<file path="config.mk">
export PLATFORM = sky130hd
export DESIGN_NAME = sud_cell
export DESIGN_NICKNAME = d
export VERILOG_FILES = /design/src/sv/sud_pkg.sv /design/src/sv/sud_cell.sv
export SDC_FILE = /design/constraint.sdc
export NUM_CORES = 1
export LEC_CHECK = 0
export BUFFER_PORTS_ARGS = -buffer_cell sky130_fd_sc_hd__buf_2
export CORE_MARGIN = 5
export CORE_UTILIZATION = 46
export CTS_BUF_LIST = sky130_fd_sc_hd__clkbuf_4 sky130_fd_sc_hd__clkbuf_8
export DETAILED_ROUTE_END_ITERATION = 16
export PLACE_DENSITY = 0.79
export SLEW_MARGIN = 20
export SYNTH_ARGS = -nofsm -noshare
export SYNTH_HDL_FRONTEND = slang
export SYNTH_SLANG_ARGS = --single-unit
export TNS_END_PERCENT = 100
</file>
<file path="constraint.sdc">
create_clock -name i_clk -period 3.4 [get_ports i_clk]
set_clock_uncertainty 0.15 [all_clocks]
set_input_delay 0.17 -clock i_clk [delete_from_list [all_inputs] [get_ports i_clk]]
set_output_delay 0.17 -clock i_clk [all_outputs]
set_load 0.01 [all_outputs]
</file>
<file path="src/sv/sud_pkg.sv">
package sud_pkg;

    localparam int SUD_WIDTH = 32;
    localparam int SUD_FIELD_W = 32;

    typedef enum logic [1:0] {
        ST_OK   = 2'd0,
        ST_DIV0 = 2'd1,
        ST_OVF  = 2'd2
    } t_status;

    typedef struct packed {
        logic    neg_q;
        logic    neg_r;
        t_status status;
    } t_meta;

endpackage

</file>
<file path="src/sv/sud_cell.sv">
module sud_cell
    import sud_pkg::*;
#(
    parameter int WIDTH = SUD_WIDTH
) (
    input  logic             i_clk,
    input  logic             i_rst_n,
    input  logic             i_valid,
    output logic             o_ready,
    input  logic [WIDTH-1:0] i_rem,
    input  logic [WIDTH-1:0] i_shf,
    input  logic [WIDTH-1:0] i_div,
    input  t_meta            i_meta,
    output logic             o_valid,
    input  logic             i_ready,
    output logic [WIDTH-1:0] o_rem,
    output logic [WIDTH-1:0] o_shf,
    output logic [WIDTH-1:0] o_div,
    output t_meta            o_meta
);

    logic             r_valid;
    logic [WIDTH-1:0] r_rem;
    logic [WIDTH-1:0] r_shf;
    logic [WIDTH-1:0] r_div;
    t_meta            r_meta;

    logic [WIDTH-1:0] n_rem;
    logic [WIDTH-1:0] n_shf;
    logic [WIDTH:0]   part;
    logic [WIDTH:0]   diff;
    logic             take;

    assign o_ready = !r_valid || i_ready;

    // one restoring step: shift in next dividend bit, subtract if it fits
    always_comb begin
        part  = {i_rem, i_shf[WIDTH-1]};
        diff  = part - {1'b0, i_div};
        take  = part >= {1'b0, i_div};
        n_rem = take ? diff[WIDTH-1:0] : part[WIDTH-1:0];
        n_shf = {i_shf[WIDTH-2:0], take};
    end

    always_ff @(posedge i_clk) begin
        if (!i_rst_n) begin
            r_valid <= 1'b0;
        end else if (o_ready) begin
            r_valid <= i_valid;
        end
        if (o_ready && i_valid) begin
            r_rem  <= n_rem;
            r_shf  <= n_shf;
            r_div  <= i_div;
            r_meta <= i_meta;
        end
    end

    assign o_valid = r_valid;
    assign o_rem   = r_rem;
    assign o_shf   = r_shf;
    assign o_div   = r_div;
    assign o_meta  = r_meta;

endmodule

</file>
Word-level counts from Yosys, hierarchy flattened
Cells that the tools add are included.
{"block": "totals", "register_bits": 101, "latchBits": 0, "ramBits": 0, "romBits": 0, "inputBits": 104, "out_inout_bits": 102, "word_cells": 13, "n_memories": 0}
{"block": "op_classes", "n_addsub": 1, "mul": 0, "n_div": 0, "order_cmp": 1, "n_eq_ne": 0, "shifts": 0, "n_mux": 1, "n_bitwise": 0, "reduce_logical": 3}
{"operator": "$ge A33 B32 Y1", "n": 1}
{"operator": "$mux W32", "n": 1}
{"operator": "$sub A32 B32 Y32", "n": 1}
{"operator": "$logic_and A1 B1 Y1", "n": 1}
{"operator": "$logic_not A1 Y1", "n": 1}
{"operator": "$logic_or A1 B1 Y1", "n": 1}

Logic depth before layout (Yosys ltp)
{"block": "depth", "ltp_word": 3, "ltp_mapped": 13, "ltp_nobuf": 12}

Worst setup path before layout
Ideal clock, no wire load.
{"block": "synth_timing", "path_type": "register to register", "from": "reg r_valid, in the netlist o_valid", "to": "reg r_div[0], in the netlist o_div[0], enable pin", "arrival_time_ns": 2.832, "setup_slack_ns": -0.052, "stages_incl_launch_ff": 3, "n_path_buf": 0, "synth_period_minus_slack_ns": 3.452, "cell_sequence": "dfxtp_1 -> nand2b_1 -> and2_1"}
{"block": "synth_via", "elab_chain_cells": 3}
{"item": "start, declared", "line": "sud_cell.sv:22", "source": "logic r_valid;"}
{"item": "start signal, assigned", "line": "sud_cell.sv:49", "source": "r_valid <= i_valid;"}
{"item": "$logic_not A1 Y1", "line": "sud_cell.sv:34", "source": "assign o_ready = !r_valid || i_ready;"}
{"item": "$logic_or A1 B1 Y1", "line": "sud_cell.sv:34"}
{"item": "via o_ready", "line": "sud_cell.sv:9", "source": "output logic o_ready,"}
{"item": "$logic_and A1 B1 Y1", "line": "sud_cell.sv:51", "source": "if (o_ready && i_valid) begin"}
{"item": "end signal, assigned", "line": "sud_cell.sv:54", "source": "r_div <= i_div;"}
{"item": "end, declared", "line": "sud_cell.sv:25", "source": "logic [WIDTH-1:0] r_div;"}
The timed path passes the listed nets, and every way through them passes these cells.
A chain may end at the register's enable or synchronous reset.

Worst setup path after layout
{"block": "layout_timing", "from": "in i_div[1]", "to": "reg r_rem[26], in the netlist o_rem[26] (data pin)"}
{"block": "layout_via", "elab_chain_cells": 2, "elab_cells_between_ends": 3, "cone_classes": "add/sub: 1; order compare: 1; mux: 1"}
{"item": "start, declared", "line": "sud_cell.sv:12", "source": "input logic [WIDTH-1:0] i_div,"}
{"item": "$sub A32 B32 Y32 or $ge A33 B32 Y1 (tied branches)", "line": "sud_cell.sv:39, sud_cell.sv:40"}
{"item": "$mux W32 *", "line": "sud_cell.sv:41", "source": "n_rem = take ? diff[WIDTH-1:0] : part[WIDTH-1:0];"}
{"item": "via n_rem[26]", "line": "sud_cell.sv:28", "source": "logic [WIDTH-1:0] n_rem;"}
{"item": "end signal, assigned", "line": "sud_cell.sv:52", "source": "r_rem <= n_rem;"}
{"item": "end, declared", "line": "sud_cell.sv:23", "source": "logic [WIDTH-1:0] r_rem;"}
The timed path passes the listed nets; every way through them passes the cells marked *.

==> run summary <==
status -> completed
actual slew at the worst max-slew pin -> 665.3 ps
Worst VDD drop -> 0.2315 mV
flops & latches, synth -> 101
Clock Latency Late Sink -> 360 ps
core area -> 11,270 um^2
placed inst area -> 6553 um^2
Hold Violations, Final -> 0
first-pass GRT wire length -> 22,630 um
Layout area overhead -> 47.80%
crit path time final -> 3295 ps
Max Slew Vio Count -> 0
pin count of the biggest net entering global routing -> 55
Post-synth ARST share -> 0%
Initial Util -> 46.44%
fillcell total -> 822
Worst Path Arrival -> 3270 ps
crit path kind -> input pin to flop
antenna violations before repair -> 0
Post-synth EDFFs -> 100
footprint of the multi-input gates -> 2051 um^2
CTS sink count -> 101
DR pass1 iterations -> 4
total gr overflow -> 0
Ant. Diodes -> 0
commonest non-fill, non-tap cells in the layout -> buf_2 (205), edfxtp_1 (100), dlygate4sd3_1 (90)
Mean Syn Cell Area -> 11.74 um^2
startpoint types -> input pin
crit end category -> flop
detailed placement HPWL -> 10,550 um
Die H -> 116.7 um
Post-route DRC -> 0
power density cells -> 402.5 nW/um^2
relative slew slack -> 55.64%
syn_nets -> 583
H-tree depth reported by CTS -> 3
register area share after synthesis -> 57.74%
nets -> 898
post-synth top area cell -> edfxtp_1
final instance area -> 7737 um^2
TritonCTS buffer count -> 9
total track usage -> 21.45%
vias post-DR -> 4,606
WHS -> 19.32 ps
share of layout cells above drive strength 1 -> 34.51%
Die W -> 116.7 um
leading cell type in the layout, fill and taps excluded -> buf_2
post-route ant nets -> 0
final WL -> 14,930 um
LEAKAGE -> 3.455 nW
YS warnings -> 0
CTS tree -> yes
I/O Pins -> 206
Req. time, crit path -> 3380 ps
DR WL/cell -> 16.45 um
Die Area -> 13,610 um^2
Port-buffer cells -> 205
Synth top area share -> 57.36%
largest cells by area after synthesis -> edfxtp_1 (57%), ha_1 (7.6%), a21oi_1 (5.3%)
ys flop type -> edfxtp_1
Cells after Synth -> 446
overall power -> 0.003114 W
Setup Viol. Count Final -> 0
Final GP Congestion -> 0.8561
Initial DRC Count -> 276
clk buf depth -> 2
fmax -> 303.5 MHz
Final Util -> 68.64%
peak fanout along the critical path -> 3
root buffer cell -> clkbuf_8
Distinct cells, synth -> 49
worst min-delay path class -> input pin to flop
vias in the first global route -> 4,658
Max-Cap Viols -> 0
FP Rows -> 39
sequential cell area -> 3023 um^2
vias per cell -> 5.073
Mapped Area -> 5235 um^2
Clock Pin Slew Worst Setup and Hold Paths -> 100 ps
period utilization -> 96.92%
-- registers in the layout, summed over array words and instances, names as in the netlist --
name     cells
o_meta       4
o_rem       32
o_shf       32
o_valid      1
o_div       32
-- critical path, stage by stage --
cell and delay (ps):
dlygate4sd3_1 530, buf_2 150, fa_1 420, nand2b_1 200
a21oi_2 180, o2111ai_2 190, o311a_1 360, a21oi_1 210
a21oi_1 140, buf_4 160, o21ai_1 160, xor2_1 90
mux2_1 290
-- cell families (layout without fill, tap and decap cells) --
family	after synthesis	count (layout)	share of synthesized area (%)
AO/OA/AOI/OAI	119	119	14.32
flip-flops	101	101	57.74
AND/OR/NAND/NOR	100	100	8.676
buffers and inverters	54	373	4.183
adder cells (fa/ha/maj)	33	33	8.031
XOR/XNOR	27	27	4.517
multiplexers	12	12	2.533
-- layout make-up --
cell class,count,share of cell area (%)
Multi-Input combinational cell,291,26.50
Tap cell,143,2.312
Inverter,39,1.892
Clock buffer,9,1.601
Timing Repair Buffer,319,27.88
Sequential cell,101,39.07
Clock inverter,6,0.7439
-- metrics by stage --
stage	worst slack, ps	setup TNS (ps)	std cells
floorplan	243.6	0	446
CTS	18.20	0	905
global route	-0.5043	-0.5043	908
finish	104.7	0	908
global placement	132.4	0	800
detailed placement	-6.119	-10.04	800
-- what timing repair did --
item,CTS,global route
setup buffers,0,2
hold endpoints to repair,89,0
hold buffers,90,0
endpoints found under the setup margin,0,31
resized for setup,0,13
-- synthesized netlist by cell type, types with 6 or more instances --
cell type  instances
inv_1             39
o21a_1             6
nand2_1           28
mux2_2             6
a21oi_1           55
o21ai_0           15
nand3_1            8
nor2_1            37
clkbuf_1           8
xnor2_1           15
a21o_1            13
xor2_1            12
nand4_1            7
edfxtp_1         100
ha_1              32
-- report_power, final --
| part | total (W) | internal (W) | leakage (nW) | switching (W) |
|---|---|---|---|---|
| logic | 0.000851 | 0.000407 | 2.39 | 0.000444 |
| registers | 0.00153 | 0.00150 | 0.973 | 0.0000268 |
| clock network | 0.000735 | 0.000280 | 0.0937 | 0.000455 |
-- routing by layer --
layer | track usage (%) | routed length, um | part of all wire [%]
met5 | 0 | 0 | 0
met4 | 8.639 | 257 | 1.7
met3 | 3.368 | 1132 | 7.6
met2 | 38.68 | 7595 | 51
met1 | 25.47 | 5946 | 40
-- worst paths after layout --
kind                                 from        end  slack, ps  depth (start not counted)
worst max-delay path             i_div[1]  o_rem[26]        100                         13
worst min register to register    o_valid   o_div[7]        890                          2
worst max register to register    o_valid  o_div[17]       1490                          3
worst min-delay path            i_rem[16]  o_rem[17]         20                          3
Note: power is estimated with default switching activity, not from simulation.
