## src/sv/sud_pkg.sv

```systemverilog
package sud_pkg;

    localparam int SUD_WIDTH = 32;
    localparam int SUD_FIELD_W = 32;

    typedef enum logic [1:0] {
        ST_OK   = 2'd0,
        ST_DIV0 = 2'd1,
        ST_OVF  = 2'd2
    } t_status;

    typedef struct packed {
        logic    neg_q;
        logic    neg_r;
        t_status status;
    } t_meta;

endpackage

```

## src/sv/sud_fix.sv

```systemverilog
module sud_fix
    import sud_pkg::*;
#(
    parameter int WIDTH = SUD_WIDTH
) (
    input  logic                   i_clk,
    input  logic                   i_rst_n,
    input  logic                   i_valid,
    output logic                   o_ready,
    input  logic [WIDTH-1:0]       i_rem,
    input  logic [WIDTH-1:0]       i_quo,
    input  t_meta                  i_meta,
    output logic                   o_valid,
    input  logic                   i_ready,
    output logic [SUD_FIELD_W-1:0] o_quotient,
    output logic [SUD_FIELD_W-1:0] o_remainder,
    output logic [1:0]             o_status
);

    logic                   r_valid;
    logic [SUD_FIELD_W-1:0] r_quo;
    logic [SUD_FIELD_W-1:0] r_rem;
    t_status                r_status;

    logic [WIDTH-1:0]       q_fix;
    logic [WIDTH-1:0]       rem_fix;
    logic [SUD_FIELD_W-1:0] n_quo;
    logic [SUD_FIELD_W-1:0] n_rem;

    assign o_ready = !r_valid || i_ready;

    always_comb begin
        q_fix   = i_meta.neg_q ? (WIDTH'(0) - i_quo) : i_quo;
        rem_fix = i_meta.neg_r ? (WIDTH'(0) - i_rem) : i_rem;
        if (i_meta.status == ST_DIV0) begin
            n_quo = '0;
            n_rem = '0;
        end else begin
            n_quo = SUD_FIELD_W'(q_fix);
            n_rem = SUD_FIELD_W'(rem_fix);
        end
    end

    always_ff @(posedge i_clk) begin
        if (!i_rst_n) begin
            r_valid <= 1'b0;
        end else if (o_ready) begin
            r_valid <= i_valid;
        end
        if (o_ready && i_valid) begin
            r_quo    <= n_quo;
            r_rem    <= n_rem;
            r_status <= i_meta.status;
        end
    end

    assign o_valid     = r_valid;
    assign o_quotient  = r_quo;
    assign o_remainder = r_rem;
    assign o_status    = r_status;

endmodule

```

## config.mk

```make
export PLATFORM = sky130hd
export DESIGN_NAME = sud_fix
export DESIGN_NICKNAME = d
export VERILOG_FILES = /design/src/sv/sud_pkg.sv /design/src/sv/sud_fix.sv
export SDC_FILE = /design/constraint.sdc
export NUM_CORES = 1
export LEC_CHECK = 0
export BUFFER_PORTS_ARGS = -buffer_cell sky130_fd_sc_hd__buf_2
export CORE_MARGIN = 3
export CORE_UTILIZATION = 55
export CTS_BUF_LIST = sky130_fd_sc_hd__clkbuf_2 sky130_fd_sc_hd__clkbuf_4 sky130_fd_sc_hd__clkbuf_8
export DETAILED_ROUTE_END_ITERATION = 16
export PLACE_DENSITY_LB_ADDON = 0.25
export SYNTH_ARGS = -nofsm -noshare
export SYNTH_HDL_FRONTEND = slang
export SYNTH_SLANG_ARGS = --single-unit
export TNS_END_PERCENT = 20
```

## constraint.sdc

```tcl
create_clock -name i_clk -period 5 [get_ports i_clk]
set_clock_uncertainty 0.05 [all_clocks]
set_input_delay 0.5 -clock i_clk [delete_from_list [all_inputs] [get_ports i_clk]]
set_output_delay 0.5 -clock i_clk [all_outputs]
set_load 0.05 [all_outputs]
```

Yosys cells after proc, flatten, opt, wreduce, memory -nomap -nowiden --
Index checks and enable logic that the tools add are counted.
Word-level totals: word-level logic and storage cells 12, output and inout port bits 68, register bits after elaboration 67
Operators by class: mux-type cells 2, add/sub/neg operators 2, reductions and logical operators 3, equal/unequal tests 1
Operators by type and width (number):
- $mux 32 | 2
- $sub 1x32->32 const A | 2
- $eq 2x1->1 const B | 1
- $logic_and 1x1->1 | 1
- $logic_not 1->1 | 1
- $logic_or 1x1->1 | 1

Depth between registers and ports, before layout --
Gate-level depths: netlist of run 1.
word-level depth 3, mapped depth 7

Least setup slack after synthesis of run 1 --
OpenSTA, ideal clock, no wires.
kind register to register, start reg r_valid (netlist: o_valid), end reg r_quo[0] (netlist: o_quotient[0]), enable pin, path slack 1921 ps, buffers on the path 0, cell stages (with the launch flop) 3, library setup time 431 ps, arrival time 2598 ps, cell sequence dfxtp_1 > nand2b_1 > and2_1
Between the ends: longest elaborated chain between the ends 3
Ends and longest elaborated chain:
- start, declared | line sud_fix.sv:20 | logic r_valid;
- start signal, assigned | line sud_fix.sv:48 | r_valid <= i_valid;
- $logic_not 1->1 | line sud_fix.sv:30 | assign o_ready = !r_valid || i_ready;
- $logic_or 1x1->1 | line sud_fix.sv:30
- net o_ready | line sud_fix.sv:9 | output logic o_ready,
- $logic_and 1x1->1 | line sud_fix.sv:50 | if (o_ready && i_valid) begin
- end signal, assigned | line sud_fix.sv:51 | r_quo <= n_quo;
- end, declared | line sud_fix.sv:21 | logic [SUD_FIELD_W-1:0] r_quo;
The timed path passes the listed nets, and every way through them passes these cells. A chain may end at the register's enable or synchronous reset.

Worst setup path after layout of run 1 --
start in i_quo[10], end reg r_quo[24] (netlist: o_quotient[24]), data pin
Between the ends: longest elaborated chain between the ends 2
Ends and longest elaborated chain:
- start, declared | line sud_fix.sv:11 | input logic [WIDTH-1:0] i_quo,
- $sub 1x32->32 | line sud_fix.sv:33 | q_fix = i_meta.neg_q ? (WIDTH'(0) - i_quo) : i_quo;
- $mux 32 | line sud_fix.sv:33
Every way passes these cells.

==> flow_summary.json, run 1 <==
{
  "end_kind": "flip-flop",
  "crit_start": "i_quo[10]",
  "num_rows": 29,
  "pin_count": 140,
  "cts-htree-levels": 3,
  "synth_fa_ha_area_frac": 0.00672,
  "antenna_cells": 0,
  "fin_crit_ns": 2.46,
  "cts_setup_buffers": 0,
  "cts_tree": "yes",
  "cts-buffers-inserted": 9,
  "syn-instance-count": 343,
  "grt_overflow": 0,
  "arrival_ns": 2.46,
  "die_x_um": 88.3,
  "drtAntennaViolNets": 0,
  "powerDensity_nw_per_um2": 315,
  "cpPeakStageDelay_ns": 0.53,
  "final_common_cell": "buf_2",
  "synthToLayoutAreaGrowth_pct": 24.6,
  "synth_simple_gate_area_frac": 0.178,
  "die_area_um2": 7790,
  "cpMaxStageDelayCell": "o41ai_1",
  "clock.fmax_mhz": 407,
  "start_util": 0.576,
  "yosys_warnings": 0,
  "worst_pin_slew_ns": 0.688,
  "grt_first_pass_wirelength_um": 13300,
  "critical_path_class": "in -> reg",
  "fin_crit_sh": 0.491,
  "finalMaxSlewViolations": 0,
  "hold_buffers": 0,
  "rsz0062_at_grt": "no",
  "ys_types": 38,
  "drive_gt1_frac": 0.353,
  "path_cells": "buf_2 > nor4_2 > nand3_1 > o41ai_1 > xor2_1 > nor2_1",
  "min_path_type": "in -> reg",
  "mostFrequentLayoutCells": "139 x buf_2, 72 x nor2_1, 66 x edfxtp_1",
  "io_buffers": 139,
  "synth_nets": 417,
  "irDropWorstVdd_uv": 173,
  "grt_max_degree": 65,
  "vias_per_cell": 5.48,
  "p_leak_nw": 1.93,
  "syn_area_per_cell_um2": 10.9,
  "slew_headroom": 0.537,
  "root_buffer": "clkbuf_8",
  "synth_area_leaders": "edfxtp_1 53%, xor2_1 14%, nor2_1 7.3%",
  "synth_area_um2": 3720,
  "yosysSeqAreaShare": 0.538,
  "ys_ff_latch": 67,
  "synth_top_family_by_area": "simple AND/OR/NAND/NOR gates",
  "synth_top_area_share": 0.532,
  "cts_sinks": 67,
  "drv_cap": 0,
  "hpwl_um": 6160,
  "firstDrtPassIters": 4,
  "core_area_um2": 6460,
  "wirelength_um": 8590,
  "whs_path_depth": 1,
  "grt.total_usage": 0.220,
  "cts_buffer_depth": 2,
  "die_h_um": 88.3,
  "worst-path-stages": 6,
  "r2r_start": "o_valid",
  "reg2reg_depth": 3,
  "ctsResizeCount": 0,
  "gp_congestion": 0.827,
  "path_max_fanout": 13,
  "path_delay_family": "simple AND/OR/NAND/NOR gates",
  "wire_per_inst_um": 15.3,
  "fin_nets": 553,
  "vias": 3072,
  "worstPathRequired_ns": 5.00,
  "finalSetupViolCount": 0,
  "drcViolationCount": 0,
  "crit_end": "o_quotient[24]",
  "cp_num_buf_inv": 1,
  "outcome": "completed",
  "muxShareOfSynthArea": 0.00538,
  "antenna_found_initial": 0,
  "start_kind": "primary input",
  "yosysTopAreaCell": "edfxtp_1",
  "hold_viol": 0,
  "postLayoutCoreUtil": 0.718,
  "synth_compound_area_frac": 0.106,
  "drtIter0Drc": 133,
  "grt_pass1_vias": 2830,
  "synth_xor_area_frac": 0.141,
  "tns_ns": 0,
  "insertion_delay_ns": 0.33,
  "path_clk_slew_ns": 0.07,
  "r2r_end": "o_remainder[25]",
  "ff2ff_setup_slack_ns": 3.03
}
## through the flow
stage / worst slack (ns) / cell area, µm² / hold slack [ns] / instances / total power, mW
floorplan: 1.92 / 3720 / 0.549 / 343 / 0.972
global placement: 2.36 / 4470 / 0.450 / 545 / 1.07
detailed placement: 2.22 / 4470 / 0.486 / 545 / 1.08
CTS: 2.56 / 4640 / 0.304 / 561 / 1.47
global route: 2.32 / 4640 / 0.304 / 561 / 1.52
finish: 2.54 / 4640 / 0.310 / 561 / 1.46
## layer usage
layer | part of all wire | global-route usage | wire length, µm | vias up
li1 | - | - | - | 1522
met1 | 0.43 | 0.282 | 3660 | 1425
met2 | 0.49 | 0.364 | 4180 | 114
met3 | 0.070 | 0.0456 | 601 | 11
met4 | 0.016 | 0.0920 | 141 | 0
met5 | 0 | 0 | 0 | -
## cells in the mapped netlist
cell      number
xor2_1        58
or4_4          1
nand3_2        1
dfxtp_1        1
buf_6          1
or4_1          2
or3_2          1
o31ai_1       20
or2_2          4
clkbuf_1      13
nor3_2         1
nor4_4         1
a21boi_0       1
nor4_1         6
or3_1          4
xnor2_1        2
buf_1          1
o31ai_2        1
inv_1          6
nand3_1        4
nand3b_1       1
buf_2          1
and2_1         1
o21ai_0       12
edfxtp_1      66
mux2i_1        2
nor2_1        72
nand4_1        3
nor4_2         1
ha_1           2
or3_4          1
o41ai_1       17
nor2b_1        3
nand2_1       21
nor3b_1        1
o41ai_2        1
nor3_1         6
nand2b_1       3
## worst reg2reg max path, stage by stage (launching register included)
cell and delay [ns]:
dfxtp_1 0.31, nand2b_1 0.09, and2_2 0.59, buf_4 0.56
## where the power goes
group / total (mW) / switching, mW / internal, mW
sequential: 0.690 / 0.0118 / 0.678
clock: 0.389 / 0.201 / 0.189
combinational: 0.380 / 0.282 / 0.0979
total: 1.46 / 0.494 / 0.965
## cell type report
type	instances	area [µm²]
Clock buffer	11	139
Clock inverter	5	30.0
Timing Repair Buffer	141	711
Fill cell	506	1820
Sequential cell	67	2000
Inverter	6	22.5
Tap cell	77	96.3
Multi-Input combinational cell	254	1640
## flip-flops by register name, indices dropped and copies added (netlist names)
name / count
o_quotient: 32
o_valid: 1
o_status: 2
o_remainder: 32
## worst min path at each step
stage | startpoint | to | slack, ns
final | i_meta[0] | o_status[0] | 0.31
after floorplan | i_meta[0] | o_status[0] | 0.55
after detailed placement | o_valid | o_valid | 0.49
after global placement | o_valid | o_valid | 0.45
after CTS | i_meta[0] | o_status[0] | 0.30
after global routing | i_meta[0] | o_status[0] | 0.30
## logic make-up after synthesis
group / after synthesis
simple gates: 138
flops: 67
xor+xnor: 60
compound gates: 52
buf+inv: 22
mux: 2
fa+ha+maj: 2
No activity file was read; power rests on OpenSTA's default activity.
==> inputs of run 2 (changes only) <==
--- a/config.mk
+++ b/config.mk
@@ -7,7 +7,7 @@
 export LEC_CHECK = 0
 export BUFFER_PORTS_ARGS = -buffer_cell sky130_fd_sc_hd__buf_2
 export CORE_MARGIN = 3
-export CORE_UTILIZATION = 55
+export CORE_UTILIZATION = 46
 export CTS_BUF_LIST = sky130_fd_sc_hd__clkbuf_2 sky130_fd_sc_hd__clkbuf_4 sky130_fd_sc_hd__clkbuf_8
 export DETAILED_ROUTE_END_ITERATION = 16
 export PLACE_DENSITY_LB_ADDON = 0.25
==> constraint.sdc (replaced) <==
create_clock -name i_clk -period 2.05 [get_ports i_clk]
set_clock_uncertainty 0.05 [all_clocks]
set_input_delay 0.205 -clock i_clk [delete_from_list [all_inputs] [get_ports i_clk]]
set_output_delay 0.205 -clock i_clk [all_outputs]
set_load 0.05 [all_outputs]
==> flow_summary.json, run 2 (synthesized netlist as in run 1, its figures left out) <==
{
  "outcome": "completed",
  "cts-htree-levels": 3,
  "start_util": 0.477,
  "clockPowerShare": 0.284,
  "power.internal_mw": 2.48,
  "num_rows": 32,
  "fin_ws_ns": 0.245,
  "clock.fmax_mhz": 554,
  "regArea_um2": 2000,
  "grt_max_degree": 65,
  "die_h_um": 96.0,
  "cts_buffer_depth": 2,
  "wirelength_um": 8330,
  "post-route-cell-area_um2": 4850,
  "critical_path_class": "in -> reg",
  "switchingPower_mw": 1.18,
  "p_sw_frac": 0.322,
  "cts_tree": "yes",
  "post_dp_cell_area_um2": 4660,
  "gp_congestion": 0.822,
  "cts-buffers-inserted": 9,
  "vias": 3123,
  "cts_sinks": 67,
  "cts_setup_buffers": 0,
  "finalMaxSlewViolations": 0,
  "hold_slack_ns": 0.0529,
  "slew_headroom": 0.664,
  "grt_pass1_vias": 2886,
  "root_buffer": "clkbuf_8",
  "drive_gt1_frac": 0.374,
  "die_x_um": 96.0,
  "die_area_um2": 9210,
  "grt_first_pass_wirelength_um": 13200,
  "ctsResizeCount": 0,
  "hold_viol": 0,
  "p_leak_nw": 2.04,
  "path_max_fanout": 6,
  "path_clk_slew_ns": 0.07,
  "cpMaxStageDelayCell": "nor4_1",
  "final_common_cell": "buf_2",
  "postLayoutCoreUtil": 0.621,
  "fillers": 702,
  "fin_crit_ns": 1.80,
  "pin_count": 140,
  "vias_per_cell": 5.16,
  "drcViolationCount": 0,
  "mostFrequentLayoutCells": "139 x buf_2, 72 x nor2_1, 66 x edfxtp_1",
  "io_buffers": 139,
  "insertion_delay_ns": 0.33,
  "antenna_cells": 0,
  "grt_overflow": 0,
  "worstPathRequired_ns": 2.08,
  "drtIter0Drc": 78,
  "drv_cap": 0,
  "grt.total_usage": 0.186,
  "end_kind": "flip-flop",
  "pwr-share-comb": 0.257,
  "wire_per_inst_um": 13.8,
  "antenna_found_initial": 0,
  "firstDrtPassIters": 5,
  "dp_slack_ns": -0.0755,
  "fin_nets": 573,
  "powerDensity_nw_per_um2": 755,
  "drtAntennaViolNets": 0,
  "synthToLayoutAreaGrowth_pct": 30.3,
  "hold_buffers": 0,
  "irDropWorstVdd_uv": 389,
  "cpPeakStageDelay_ns": 0.46,
  "rsz0062_at_grt": "no",
  "core_area_um2": 7810,
  "arrival_ns": 1.83,
  "worst_pin_slew_ns": 0.504,
  "min_path_type": "in -> reg",
  "path_cells": "buf_2 > nor4_1 > nand4_1 > buf_4 > o41ai_1 > xor2_1 > nor2_1",
  "start_kind": "primary input",
  "seqPwrFrac": 0.459,
  "fin_crit_sh": 0.880,
  "multi_input_area_um2": 1640,
  "hpwl_um": 6260,
  "finalSetupViolCount": 0
}
-- run 2: cell count changes in the layout (fill, tap and decap cells not counted), sizes merged --
| cell | before | now |
|---|---|---|
| buf | 141 | 160 |
| bufinv | 0 | 1 |
| clkinvlp | 1 | 0 |
| clkinv | 4 | 3 |
| dlygate4sd3 | 0 | 1 |
-- run 2: through the flow --
stage | setup TNS (ns) | total power [mW] | std cells
global placement | 0 | 2.64 | 589
global route | 0 | 3.83 | 605
detailed placement | -0.268 | 2.66 | 589
CTS | 0 | 3.70 | 604
floorplan | 0 | 2.37 | 343
finish | 0 | 3.66 | 605
-- run 2: worst paths after layout --
path,from,slack [ns],depth (start not counted),endpoint
setup reg to reg,o_valid,0.64,3,o_quotient[3]
hold reg to reg,o_valid,0.49,2,o_valid
hold / removal,i_meta[1],0.05,1,o_status[1]
setup / recovery,i_rem[3],0.25,7,o_remainder[21]
-- run 2: cell type report --
type | count | share of cell area
sequential | 67 | 0.413
multi-input combinational | 254 | 0.338
timing repair buffer | 161 | 0.181
clock buffer | 11 | 0.0286
tap | 102 | 0.0263
clock inverter | 4 | 0.00877
inverter | 6 | 0.00465
-- run 2: power by group through the flow --
stage	combinational [mW]	sequential [mW]	clock, mW
after global placement	0.930	1.71	0
after CTS	0.945	1.68	1.08
after global routing	1.01	1.69	1.13
final	0.939	1.68	1.04
after floorplan	0.258	2.11	0
after detailed placement	0.944	1.71	0
-- run 2: critical path: cells and delay by family --
family,cells,cell delay (ns)
AND/OR/NAND/NOR,3,0.76
XOR/XNOR,1,0.18
buffers and inverters,2,0.35
AO/OA/AOI/OAI,1,0.33
-- run 2: layer usage --
layer / vias to the layer above / GRT usage / wire length [µm]
li1: 1562 / - / -
met1: 1443 / 0.232 / 3550
met2: 103 / 0.300 / 3980
met3: 15 / 0.0539 / 673
met4: 0 / 0.0794 / 125
met5: - / 0 / 0
