$ cat config.mk
export PLATFORM = sky130hd
export DESIGN_NAME = sud_prep
export DESIGN_NICKNAME = d
export VERILOG_FILES = /design/src/sv/sud_pkg.sv /design/src/sv/sud_prep.sv
export SDC_FILE = /design/constraint.sdc
export NUM_CORES = 1
export LEC_CHECK = 0
export BUFFER_PORTS_ARGS = -buffer_cell sky130_fd_sc_hd__buf_2
export CAP_MARGIN = 20
export CORE_ASPECT_RATIO = 1.25
export CORE_UTILIZATION = 50
export DETAILED_ROUTE_END_ITERATION = 7
export HOLD_SLACK_MARGIN = 0.06
export PLACE_DENSITY = 0.94
export SLEW_MARGIN = 25
export SYNTH_ARGS = -nofsm -noshare
export SYNTH_HDL_FRONTEND = slang
export SYNTH_SLANG_ARGS = --single-unit
$ cat constraint.sdc
create_clock -name i_clk -period 4.1 [get_ports i_clk]
set_clock_uncertainty 0.1 [all_clocks]
set_input_delay 0.41 -clock i_clk [delete_from_list [all_inputs] [get_ports i_clk]]
set_output_delay 0.41 -clock i_clk [all_outputs]
set_load 0.05 [all_outputs]
$ cat src/sv/sud_pkg.sv
package sud_pkg;

    localparam int SUD_WIDTH = 32;
    localparam int SUD_FIELD_W = 32;

    typedef enum logic [1:0] {
        ST_OK   = 2'd0,
        ST_DIV0 = 2'd1,
        ST_OVF  = 2'd2
    } t_status;

    typedef struct packed {
        logic    neg_q;
        logic    neg_r;
        t_status status;
    } t_meta;

endpackage

$ cat src/sv/sud_prep.sv
module sud_prep
    import sud_pkg::*;
#(
    parameter int WIDTH = SUD_WIDTH
) (
    input  logic                   i_clk,
    input  logic                   i_rst_n,
    input  logic                   i_valid,
    output logic                   o_ready,
    input  logic                   i_req_type,
    input  logic [SUD_FIELD_W-1:0] i_dividend,
    input  logic [SUD_FIELD_W-1:0] i_divisor,
    output logic                   o_valid,
    input  logic                   i_ready,
    output logic [WIDTH-1:0]       o_shf,
    output logic [WIDTH-1:0]       o_div,
    output t_meta                  o_meta
);

    localparam logic [WIDTH-1:0] MIN_VAL = {1'b1, {(WIDTH-1){1'b0}}};

    logic             r_valid;
    logic [WIDTH-1:0] r_shf;
    logic [WIDTH-1:0] r_div;
    t_meta            r_meta;

    logic [WIDTH-1:0] n_shf;
    logic [WIDTH-1:0] n_div;
    t_meta            n_meta;
    logic [WIDTH-1:0] num;
    logic [WIDTH-1:0] den;
    logic             nneg;
    logic             dneg;

    assign o_ready = !r_valid || i_ready;

    always_comb begin
        num   = WIDTH'(i_dividend);
        den   = WIDTH'(i_divisor);
        nneg  = i_req_type && num[WIDTH-1];
        dneg  = i_req_type && den[WIDTH-1];
        n_shf = nneg ? (WIDTH'(0) - num) : num;
        n_div = dneg ? (WIDTH'(0) - den) : den;
        n_meta.neg_q = nneg ^ dneg;
        n_meta.neg_r = nneg;
        if (den == '0) begin
            n_meta.status = ST_DIV0;
        end else if (i_req_type && num == MIN_VAL && den == '1) begin
            n_meta.status = ST_OVF;
        end else begin
            n_meta.status = ST_OK;
        end
    end

    always_ff @(posedge i_clk) begin
        if (!i_rst_n) begin
            r_valid <= 1'b0;
        end else if (o_ready) begin
            r_valid <= i_valid;
        end
        if (o_ready && i_valid) begin
            r_shf  <= n_shf;
            r_div  <= n_div;
            r_meta <= n_meta;
        end
    end

    assign o_valid = r_valid;
    assign o_shf   = r_shf;
    assign o_div   = r_div;
    assign o_meta  = r_meta;

endmodule

# [After elaboration in Yosys (flattened, before gate mapping)]
# Cells that the tools add are included.
[totals] reg_bits=69 input_bits=69 word_cells=22
[op_classes] addsub=2 eq_ne=2 n_mux=3 bitwise_logic=1 reduce_logical=8
[ops] cell="32-bit == test, second input constant" n=2
[ops] cell="32-bit two-way mux" n=2
[ops] cell="1-bit by 32-bit subtractor with 32-bit output, first input constant" n=2
[ops] cell="32-bit logical NOT" n=1
[ops] cell="1-bit logical AND" n=5
[ops] cell="2-bit two-way mux" n=1
[ops] cell="1-bit logical NOT" n=1
[ops] cell="1-bit logical OR" n=1
[ops] cell="1-bit bitwise XOR" n=1

# [Longest topological paths before layout]
# Gate-level depths: netlist of the first run.
[logic_depth] depth_word=4 depth_mapped=8 depth_no_buf=7

# [Worst setup path after synthesis of the first run]
# Ideal clock, no wire load.
[synth_timing] path_kind="register -> register" start="reg r_valid, in the netlist o_valid" end="reg r_div[0], in the netlist o_div[0], enable pin" setup_ns=0.433 arrival_time_ns=2.643 required_time_ns=3.567 slack_ns=0.924 path_stages_with_launch=3 path_buffers=0 period_less_slack_ns=3.176 path_cell_list="dfxtp_1 -> nand2b_1 -> and2_1"
[synth_via] elab_chain_len=3
[synth_rtl] item="start: declaration" line_no="sud_prep.sv:22" text="logic r_valid;"
[synth_rtl] item="start signal: assignment" line_no="sud_prep.sv:59" text="r_valid <= i_valid;"
[synth_rtl] item="1-bit logical NOT" line_no="sud_prep.sv:35" text="assign o_ready = !r_valid || i_ready;"
[synth_rtl] item="1-bit logical OR" line_no="sud_prep.sv:35"
[synth_rtl] item="named net o_ready" line_no="sud_prep.sv:9" text="output logic o_ready,"
[synth_rtl] item="1-bit logical AND" line_no="sud_prep.sv:61" text="if (o_ready && i_valid) begin"
[synth_rtl] item="end signal: assignment" line_no="sud_prep.sv:63" text="r_div <= n_div;"
[synth_rtl] item="end: declaration" line_no="sud_prep.sv:24" text="logic [WIDTH-1:0] r_div;"
# The timed path passes the listed nets, and every way through them passes these cells.
# A chain may end at the register's enable or synchronous reset.

# [Final worst setup path of the first run]
[layout_timing] start="in i_dividend[4]" end="reg r_shf[27], in the netlist o_shf[27] (data pin)"
[layout_via] elab_chain_len=2
[layout_rtl] item="start: declaration" line_no="sud_prep.sv:11" text="input logic [SUD_FIELD_W-1:0] i_dividend,"
[layout_rtl] item="1-bit by 32-bit subtractor with 32-bit output" line_no="sud_prep.sv:42" text="n_shf = nneg ? (WIDTH'(0) - num) : num;"
[layout_rtl] item="32-bit two-way mux" line_no="sud_prep.sv:42"
[layout_rtl] item="named net n_shf[27]" line_no="sud_prep.sv:27" text="logic [WIDTH-1:0] n_shf;"
[layout_rtl] item="end signal: assignment" line_no="sud_prep.sv:62" text="r_shf <= n_shf;"
[layout_rtl] item="end: declaration" line_no="sud_prep.sv:23" text="logic [WIDTH-1:0] r_shf;"
# The timed path passes the listed nets, and every way through them passes these cells.

==> key figures, run 1 <==
Critical path
  • Req. time, crit path: 4080 ps
  • Critical Path Slowest Stage Cell: nor3b_1
  • CP Launch Type: input pin
  • Delay-heaviest family, CP: simple AND/OR/NAND/NOR gates
  • Critical path class: input pin to flip-flop
  • CP arrival: 2520 ps
  • Critical-path maximum fanout: 6
  • Critical Path Most Common Cell: nor3b_1
  • Nature of the critical path endpoint: flip-flop
  • Max stage delay on crit path: 590 ps
  • Critical path cell sequence: buf_2, or3_1, nor3b_1, nor3b_1, a31oi_1, xor2_1
  • Buf/Inv on CP: 1

Clock tree
  • Postcts setup bufs: 0
  • Clock Sinks: 69
  • Latest clock arrival within the worst-skew pair: 330 ps
  • Resize count post-CTS: 0
  • Total CTS buffers: 9
  • CTS clock-pin slew for the worst setup and hold paths: 70 ps
  • Root buf cell: clkbuf_8
  • # hold bufs at CTS: 0
  • CTS Buffer Depth: 2
  • TritonCTS clock tree: yes
  • CTS H-tree lvls: 3

Synthesis
  • Mapped Area: 0.00354 mm^2
  • XOR/XNOR Fraction of Synth Area: 0.146
  • Synth Area in Simple Gates: 0.148
  • Largest family of logic cells by synthesized area: simple AND/OR/NAND/NOR gates
  • Post-synth ARST share: 0
  • Synth Flop Type: edfxtp_1
  • Post-synthesis sequential area ratio: 0.582
  • Cells after Synth: 292
  • Post-synthesis compound-gate area fraction: 0.0940
  • Mux share of post-synthesis cell area: 0
  • Distinct cells, synth: 38
  • Syn nets: 364
  • Post-Synth Adder-Cell Area: 0.0106
  • Yosys warns: 0
  • Synth Register Bits: 69
  • EDFF count, synth: 68
  • Synth Area per Inst: 12.1 um^2

STA
  • Pins Over Slew Limit: 0
  • Setup violators final: 0
  • RSZ-0062 raised after global routing: no
  • Fin crit share: 0.620
  • Max-Slew Margin vs Limit: 0.435
  • Worst-margin pin slew: 847 ps
  • Fmax: 393 MHz
  • Tmin final: 2540 ps
  • Setup TNS: 0 ps
  • Min Hold Slack: 183 ps
  • Final Hold Viols: 0

Pwr
  • PwrDens: 424 mW/mm^2
  • Leakage: 0.00184 uW
  • Maximum vdd drop: 289 uV

Placement
  • Placed wire-length estimate: 6.32 mm
  • Port Buffers: 138
  • Routability Congestion: 0.835

Global routing
  • GRT Total Usage: 0.236
  • Largest net degree at the start of global routing: 69
  • Global-route wire length before repair: 13.2 mm
  • Grt total ovfl: 0
  • Vias in the first global route: 2820
  • Initial antenna violation count: 0

Layout
  • Synth-to-layout area growth: 28.7%
  • Share of cells above drive strength 1: 0.368
  • Fin nets: 507
  • # fillers: 483
  • Antenna fix cells: 0

Die
  • Starting density of the core: 0.529
  • Top Ports: 139
  • Core ar.: 0.00669 mm^2
  • Die Ht: 96.1 um
  • FP Rows: 33
  • Die X: 77.3 um
  • Die Area: 0.00742 mm^2

Drt
  • # DRC: 0
  • Post-Route WL: 8.40 mm
  • DR vias: 2965
  • Wire length per cell: 15.9 um
  • DR vias/cell: 5.63
  • TritonRoute pass-1 iters: 5
  • Post-route ant nets: 0
  • Iter 0 DRT Violations: 168

Job
  • Max Cap Viol: 0

Min path
  • Hold Path Class: input pin to flip-flop

Status
  • Status: completed
==> cells in the final DEF, fill, tap and decap left out, drive strengths merged, types with 3 or more instances in the layout <==
cell,instances
buf,140
edfxtp,68
xor2,32
xnor2,27
nor2,24
a21oi,19
o21ai,14
nor4,10
nand2,10
clkbuf,9
or4,9
o31ai,9
inv,8
nand4,8
nor3,7
a31oi,4
and2,4
nor3b,3
nand3b,3
nand2b,3
ha,3
bufinv,3
o41ai,3
clkinv,3
==> registers in the layout, summed over array words and instances (netlist names) <==
name     flops
o_shf       32
o_div       32
o_meta       4
o_valid      1
==> routing by layer <==
| metal | track usage | share of wire | vias up |
|---|---|---|---|
| li1 | - | - | 1381 |
| met5 | 0 | 0 | - |
| met1 | 0.254 | 0.36 | 1388 |
| met2 | 0.445 | 0.54 | 177 |
| met3 | 0.0360 | 0.077 | 19 |
| met4 | 0.131 | 0.026 | 0 |
==> kinds of logic (layout without fill, tap and decap cells) <==
group                    after synthesis  after routing
buffers and inverters                 16            164
adder cells (fa/ha/maj)                3              3
AO/OA/AOI/OAI                         52             52
XOR/XNOR                              59             59
flip-flops                            69             69
AND/OR/NAND/NOR                       93             93
==> synth_stat cells (all sizes together), types with 3 or more instances <==
cell / instances / area (um^2)
o41ai: 3 / 41.3
nor3: 7 / 35.0
nand2b: 3 / 18.8
xnor2: 27 / 236
nor2: 24 / 90.1
nand3b: 3 / 22.5
inv: 8 / 30.0
a31oi: 4 / 25.0
nor3b: 3 / 22.5
nand2: 10 / 37.5
xor2: 32 / 280
a21oi: 19 / 95.1
or4: 9 / 75.1
clkbuf: 7 / 26.3
o31ai: 9 / 77.6
o21ai: 14 / 70.1
nand4: 8 / 50.1
nor4: 10 / 62.6
ha: 3 / 37.5
and2: 4 / 25.0
edfxtp: 68 / 2040
==> area by class of cell <==
cell class / count / area, um^2 / share of cell area
clock inverters: 7 / 114 / 0.0250
inverters: 8 / 30.0 / 0.00659
repair buffers: 140 / 706 / 0.155
well taps: 87 / 109 / 0.0239
clock buffers: 9 / 124 / 0.0272
flip-flops and latches: 69 / 2060 / 0.452
multi-input cells: 207 / 1410 / 0.310
==> power by group <==
group	total, uW	switching, uW	internal [uW]
sequential	860	12.6	848
clock	646	246	401
combinational	426	318	108
==> path summary, 6_finish.rpt <==
path                             endpoint     startpoint  depth (start not counted)  slack (ps)
worst max register to register  o_shf[24]        o_valid                          3        2400
worst min register to register    o_valid        o_valid                          2         430
worst max-delay path            o_shf[27]  i_dividend[4]                          6        1560
worst min-delay path             o_shf[0]  i_dividend[0]                          1         180
==> per-stage QoR <==
stage               std cells  power (uW)  cell area [um^2]  worst slack [ps]  utilization
global route              527        2000              4560              1420        0.681
floorplan                 292        1170              3540               924            -
detailed placement        511        1300              4320              1280        0.646
finish                    527        1930              4560              1560        0.681
global placement          511        1290              4320              1370        0.646
CTS                       527        1940              4560              1600        0.681
Note: power is estimated with default switching activity, not from simulation.
==> run 2: changes to the inputs <==
- CORE_UTILIZATION: 50 -> 49
- PLACE_DENSITY: 0.94 -> 0.92
- clock period: 4.1 -> 2.5 ns (I/O delays scaled with it)
==> key figures, run 2 (synthesis results as in run 1) <==
Drt
  • # DRC: 0
  • DR vias: 3030
  • Wire length per cell: 16.3 um
  • DR vias/cell: 5.58
  • TritonRoute pass-1 iters: 4
  • Iter 0 DRT Violations: 119
  • Post-route ant nets: 0
  • Post-Route WL: 8.83 mm

Clock tree
  • Postcts setup bufs: 0
  • Resize count post-CTS: 0
  • CTS clock-pin slew for the worst setup and hold paths: 80 ps
  • CTS Buffer Depth: 2
  • Root buf cell: clkbuf_8
  • Total CTS buffers: 9
  • Latest clock arrival within the worst-skew pair: 330 ps
  • TritonCTS clock tree: yes
  • CTS H-tree lvls: 3
  • # hold bufs at CTS: 3
  • Clock Sinks: 69

Global routing
  • Global-route wire length before repair: 14.0 mm
  • Met3 usage: 0.0481
  • Grt met2 use: 0.433
  • Routing usage on met1: 0.267
  • Vias in the first global route: 3048
  • GRT Max-Usage Layer: met2
  • Grt total ovfl: 0
  • Largest net degree at the start of global routing: 38
  • Initial antenna violation count: 0
  • GRT Total Usage: 0.241

Die
  • Die Ht: 97.0 um
  • Top Ports: 139
  • Core ar.: 0.00698 mm^2
  • Die Area: 0.00757 mm^2
  • Die X: 78.0 um
  • FP Rows: 34
  • Starting density of the core: 0.508

Layout
  • FF/Latch Area: 0.00206 mm^2
  • Commonest non-fill, non-tap cell in the layout: buf_2
  • Most frequent cells in the layout: buf_2, edfxtp_1, xor2_1, xnor2_1, nor2_1
  • Synth-to-layout area growth: 30.0%
  • Post-route cell area: 0.00460 mm^2
  • Area of the multi-input gates: 0.00141 mm^2
  • # fillers: 527
  • Post-Layout Cell Count: 543
  • Antenna fix cells: 0
  • Share of cells above drive strength 1: 0.384
  • Final core occ: 0.660
  • Fin nets: 520

Critical path
  • Critical Path Most Common Cell: or4_4
  • CP Launch Type: input pin
  • Critical path cell sequence: buf_2, or4_4, or4_4, nand2b_1, o31ai_1, xnor2_1
  • CP arrival: 2150 ps
  • Max stage delay on crit path: 550 ps
  • Nature of the critical path endpoint: flip-flop
  • Critical path class: input pin to flip-flop
  • Critical-path maximum fanout: 8
  • Critical Path Slowest Stage Cell: or4_4
  • Req. time, crit path: 2490 ps

STA
  • Pins Over Slew Limit: 0
  • Max-Slew Margin vs Limit: 0.521
  • Setup TNS: 0 ps
  • Setup violators final: 0
  • Tmin final: 2170 ps
  • Final Hold Viols: 0
  • RSZ-0062 raised after global routing: no
  • Fin crit share: 0.867
  • Fmax: 461 MHz
  • Fin worst setup slack: 333 ps
  • Worst-margin pin slew: 719 ps

Placement
  • Placed insts: 524
  • Placed wire-length estimate: 6.81 mm
  • Place WS: -15.4 ps
  • Area post-placement: 0.00440 mm^2
  • Port Buffers: 138
  • Routability Congestion: 0.847

Min path
  • Hold Path Class: input pin to flip-flop

Pwr
  • PwrDens: 633 mW/mm^2
  • Leakage: 0.00187 uW
  • Maximum vdd drop: 285 uV

Job
  • Max Cap Viol: 0

Status
  • Status: completed
==> run 2: area by class of cell <==
cell class                      count  share of cell area
Sequential cell                    69               0.448
Multi-Input combinational cell    207               0.307
Timing Repair Buffer              153               0.176
Clock buffer                        9              0.0269
Tap cell                           90              0.0245
Clock inverter                      7              0.0111
Inverter                            8             0.00652
==> run 2: path summary, 6_finish.rpt <==
| check | from | endpoint | slack (ps) | cells after the start |
|---|---|---|---|---|
| max | i_divisor[10] | o_div[19] | 330 | 6 |
| min | i_valid | o_valid | 90 | 3 |
| max reg2reg | o_valid | o_shf[8] | 1080 | 3 |
| min reg2reg | o_valid | o_valid | 440 | 2 |
==> run 2: critical path, delay by kind of cell <==
family / cells / cell delay [ps]
buf+inv: 1 / 110
compound gates: 1 / 330
xor+xnor: 1 / 110
simple gates: 3 / 1350
==> run 2: power breakdown <==
group | internal, uW | total [uW] | switching (uW) | leakage, uW
logic | 186 | 711 | 525 | 0.00112
clock network | 360 | 793 | 432 | 0.0000739
registers | 1390 | 1410 | 20.9 | 0.000668
total | 1930 | 2910 | 979 | 0.00187
==> run 2: metal layers <==
layer	up-vias	wire, um
li1	1411	-
met1	1432	3270
met2	171	4630
met3	16	719
met4	0	216
met5	-	0
==> run 2: stage by stage <==
stage	hold slack [ps]	total power, uW
final	86.9	2910
after global routing	74.5	3020
after CTS	73.8	2930
after detailed placement	374	2140
after global placement	364	2120
after floorplan	249	1910
==> run 3: changes to the inputs <==
- clock period: 2.5 -> 2.1 ns (I/O delays scaled with it)
==> key figures, run 3 (synthesis results as in run 1) <==
Clock tree
  • Resize count post-CTS: 0
  • Clock Sinks: 69
  • Total CTS buffers: 9
  • CTS clock-pin slew for the worst setup and hold paths: 80 ps
  • Latest clock arrival within the worst-skew pair: 340 ps
  • CTS H-tree lvls: 3
  • Root buf cell: clkbuf_8
  • Postcts setup bufs: 0
  • CTS Buffer Depth: 2
  • TritonCTS clock tree: yes

Layout
  • Share of cells above drive strength 1: 0.460
  • Post-Layout Cell Count: 588
  • Post-route cell area: 0.00507 mm^2
  • Commonest non-fill, non-tap cell in the layout: buf_2
  • Synth-to-layout area growth: 43.3%
  • Most frequent cells in the layout: buf_2, edfxtp_1, buf_4, xor2_1, xnor2_1
  • Antenna fix cells: 0
  • Fin nets: 565

Global routing
  • Grt total ovfl: 0
  • Vias in the first global route: 3299
  • Initial antenna violation count: 0
  • Largest net degree at the start of global routing: 38
  • Global-route wire length before repair: 15.1 mm
  • GRT Total Usage: 0.262

STA
  • Worst-margin pin slew: 487 ps
  • Pins Over Slew Limit: 0
  • Setup violators final: 0
  • Fin worst setup slack: 45.2 ps
  • Max-Slew Margin vs Limit: 0.672
  • Final Hold Viols: 0
  • Fmax: 487 MHz
  • Tmin final: 2050 ps
  • Fin crit share: 0.978
  • RSZ-0062 raised after global routing: no

Status
  • Status: completed

Die
  • Die Area: 0.00757 mm^2
  • FP Rows: 34
  • Top Ports: 139
  • Starting density of the core: 0.508
  • Core ar.: 0.00698 mm^2
  • Die X: 78.0 um
  • Die Ht: 97.0 um

Drt
  • Iter 0 DRT Violations: 130
  • Wire length per cell: 15.9 um
  • # DRC: 0
  • Post-route ant nets: 0
  • TritonRoute pass-1 iters: 4
  • Post-Route WL: 9.36 mm
  • DR vias: 3224
  • DR vias/cell: 5.48

Critical path
  • CP Launch Type: input pin
  • Reg2reg setup slack: 690 ps
  • CP arrival: 2050 ps
  • Worst r2r src: o_valid
  • FF-to-FF path depth: 3
  • Nature of the critical path endpoint: flip-flop
  • Reg2reg end: o_shf[28]
  • Req. time, crit path: 2100 ps
  • Critical path class: input pin to flip-flop
  • Critical-path maximum fanout: 6

Pwr
  • PwrDens: 773 mW/mm^2
  • Leakage: 0.00214 uW
  • Maximum vdd drop: 460 uV

Placement
  • Port Buffers: 138
  • Placed insts: 568
  • Area post-placement: 0.00479 mm^2
  • Routability Congestion: 0.897
  • Placed wire-length estimate: 7.22 mm
  • Place WS: -319 ps

Min path
  • Worst Hold End: o_shf[19]
  • Hold Path Class: input pin to flip-flop
  • Hold Path Cell Cnt: 2
  • Hold Path Origin: i_dividend[19]

Job
  • Max Cap Viol: 0
==> run 3: changes by cell type in the layout (fill, tap and decap cells not counted), moves of 2 or more <==
cell / delta
clkinvlp_4: -3
bufinv_16: +3
buf_4: +44
o31ai_1: -3
o31ai_2: +3
nand2b_1: -2
nand2b_2: +2
==> run 3: layout make-up <==
class                           instances  area, um^2
Sequential cell                        69        2060
Fill cell                             469        1900
Multi-Input combinational cell        207        1470
Timing Repair Buffer                  198        1150
Clock buffer                           10         138
Tap cell                               90         113
Clock inverter                          6         110
Inverter                                8        30.0
==> run 3: power by group <==
| part | total (uW) | switching [uW] | internal, uW | leakage, uW |
|---|---|---|---|---|
| logic | 910 | 640 | 270 | 0.00136 |
| registers | 1680 | 28.4 | 1650 | 0.000668 |
| clock network | 1330 | 512 | 819 | 0.000119 |
| total | 3920 | 1180 | 2740 | 0.00214 |
==> run 3: worst max-delay path by stage <==
stage | start | endpoint | depth (start not counted)
finish | i_divisor[10] | o_div[22] | 6
global route | i_divisor[10] | o_div[22] | 6
CTS | i_divisor[10] | o_div[22] | 6
detailed placement | i_divisor[10] | o_div[22] | 6
global placement | i_divisor[10] | o_div[20] | 6
floorplan | i_divisor[10] | o_div[20] | 6
==> run 3: worst max-delay path: stages <==
cell,delay (ps)
buf_2,110
or4_4,530
or4_4,500
or2_1,330
o31ai_2,280
xnor2_1,90
==> run 3: per-stage QoR <==
stage | TNS (ps) | hold WS [ps] | util | total power [uW]
CTS | 0 | 74.9 | 0.727 | 3930
global route | 0 | 82.1 | 0.727 | 4060
finish | 0 | 83.2 | 0.727 | 3920
floorplan | -605 | 209 | - | 2280
global placement | -3090 | 357 | 0.686 | 2580
detailed placement | -4210 | 363 | 0.686 | 2610
==> run 3: per-layer routing <==
metal  share of wire  vias to the layer above  track usage
met1            0.36                     1511        0.279
li1                -                     1495            -
met5               0                        -            0
met3           0.068                       42       0.0547
met4           0.044                        0        0.151
met2            0.53                      176        0.471
==> run 3: what timing repair did <==
action	in CTS	in global routing
setup endpoints to repair	0	0
hold buffers	4	0
hold endpoints to repair	3	0
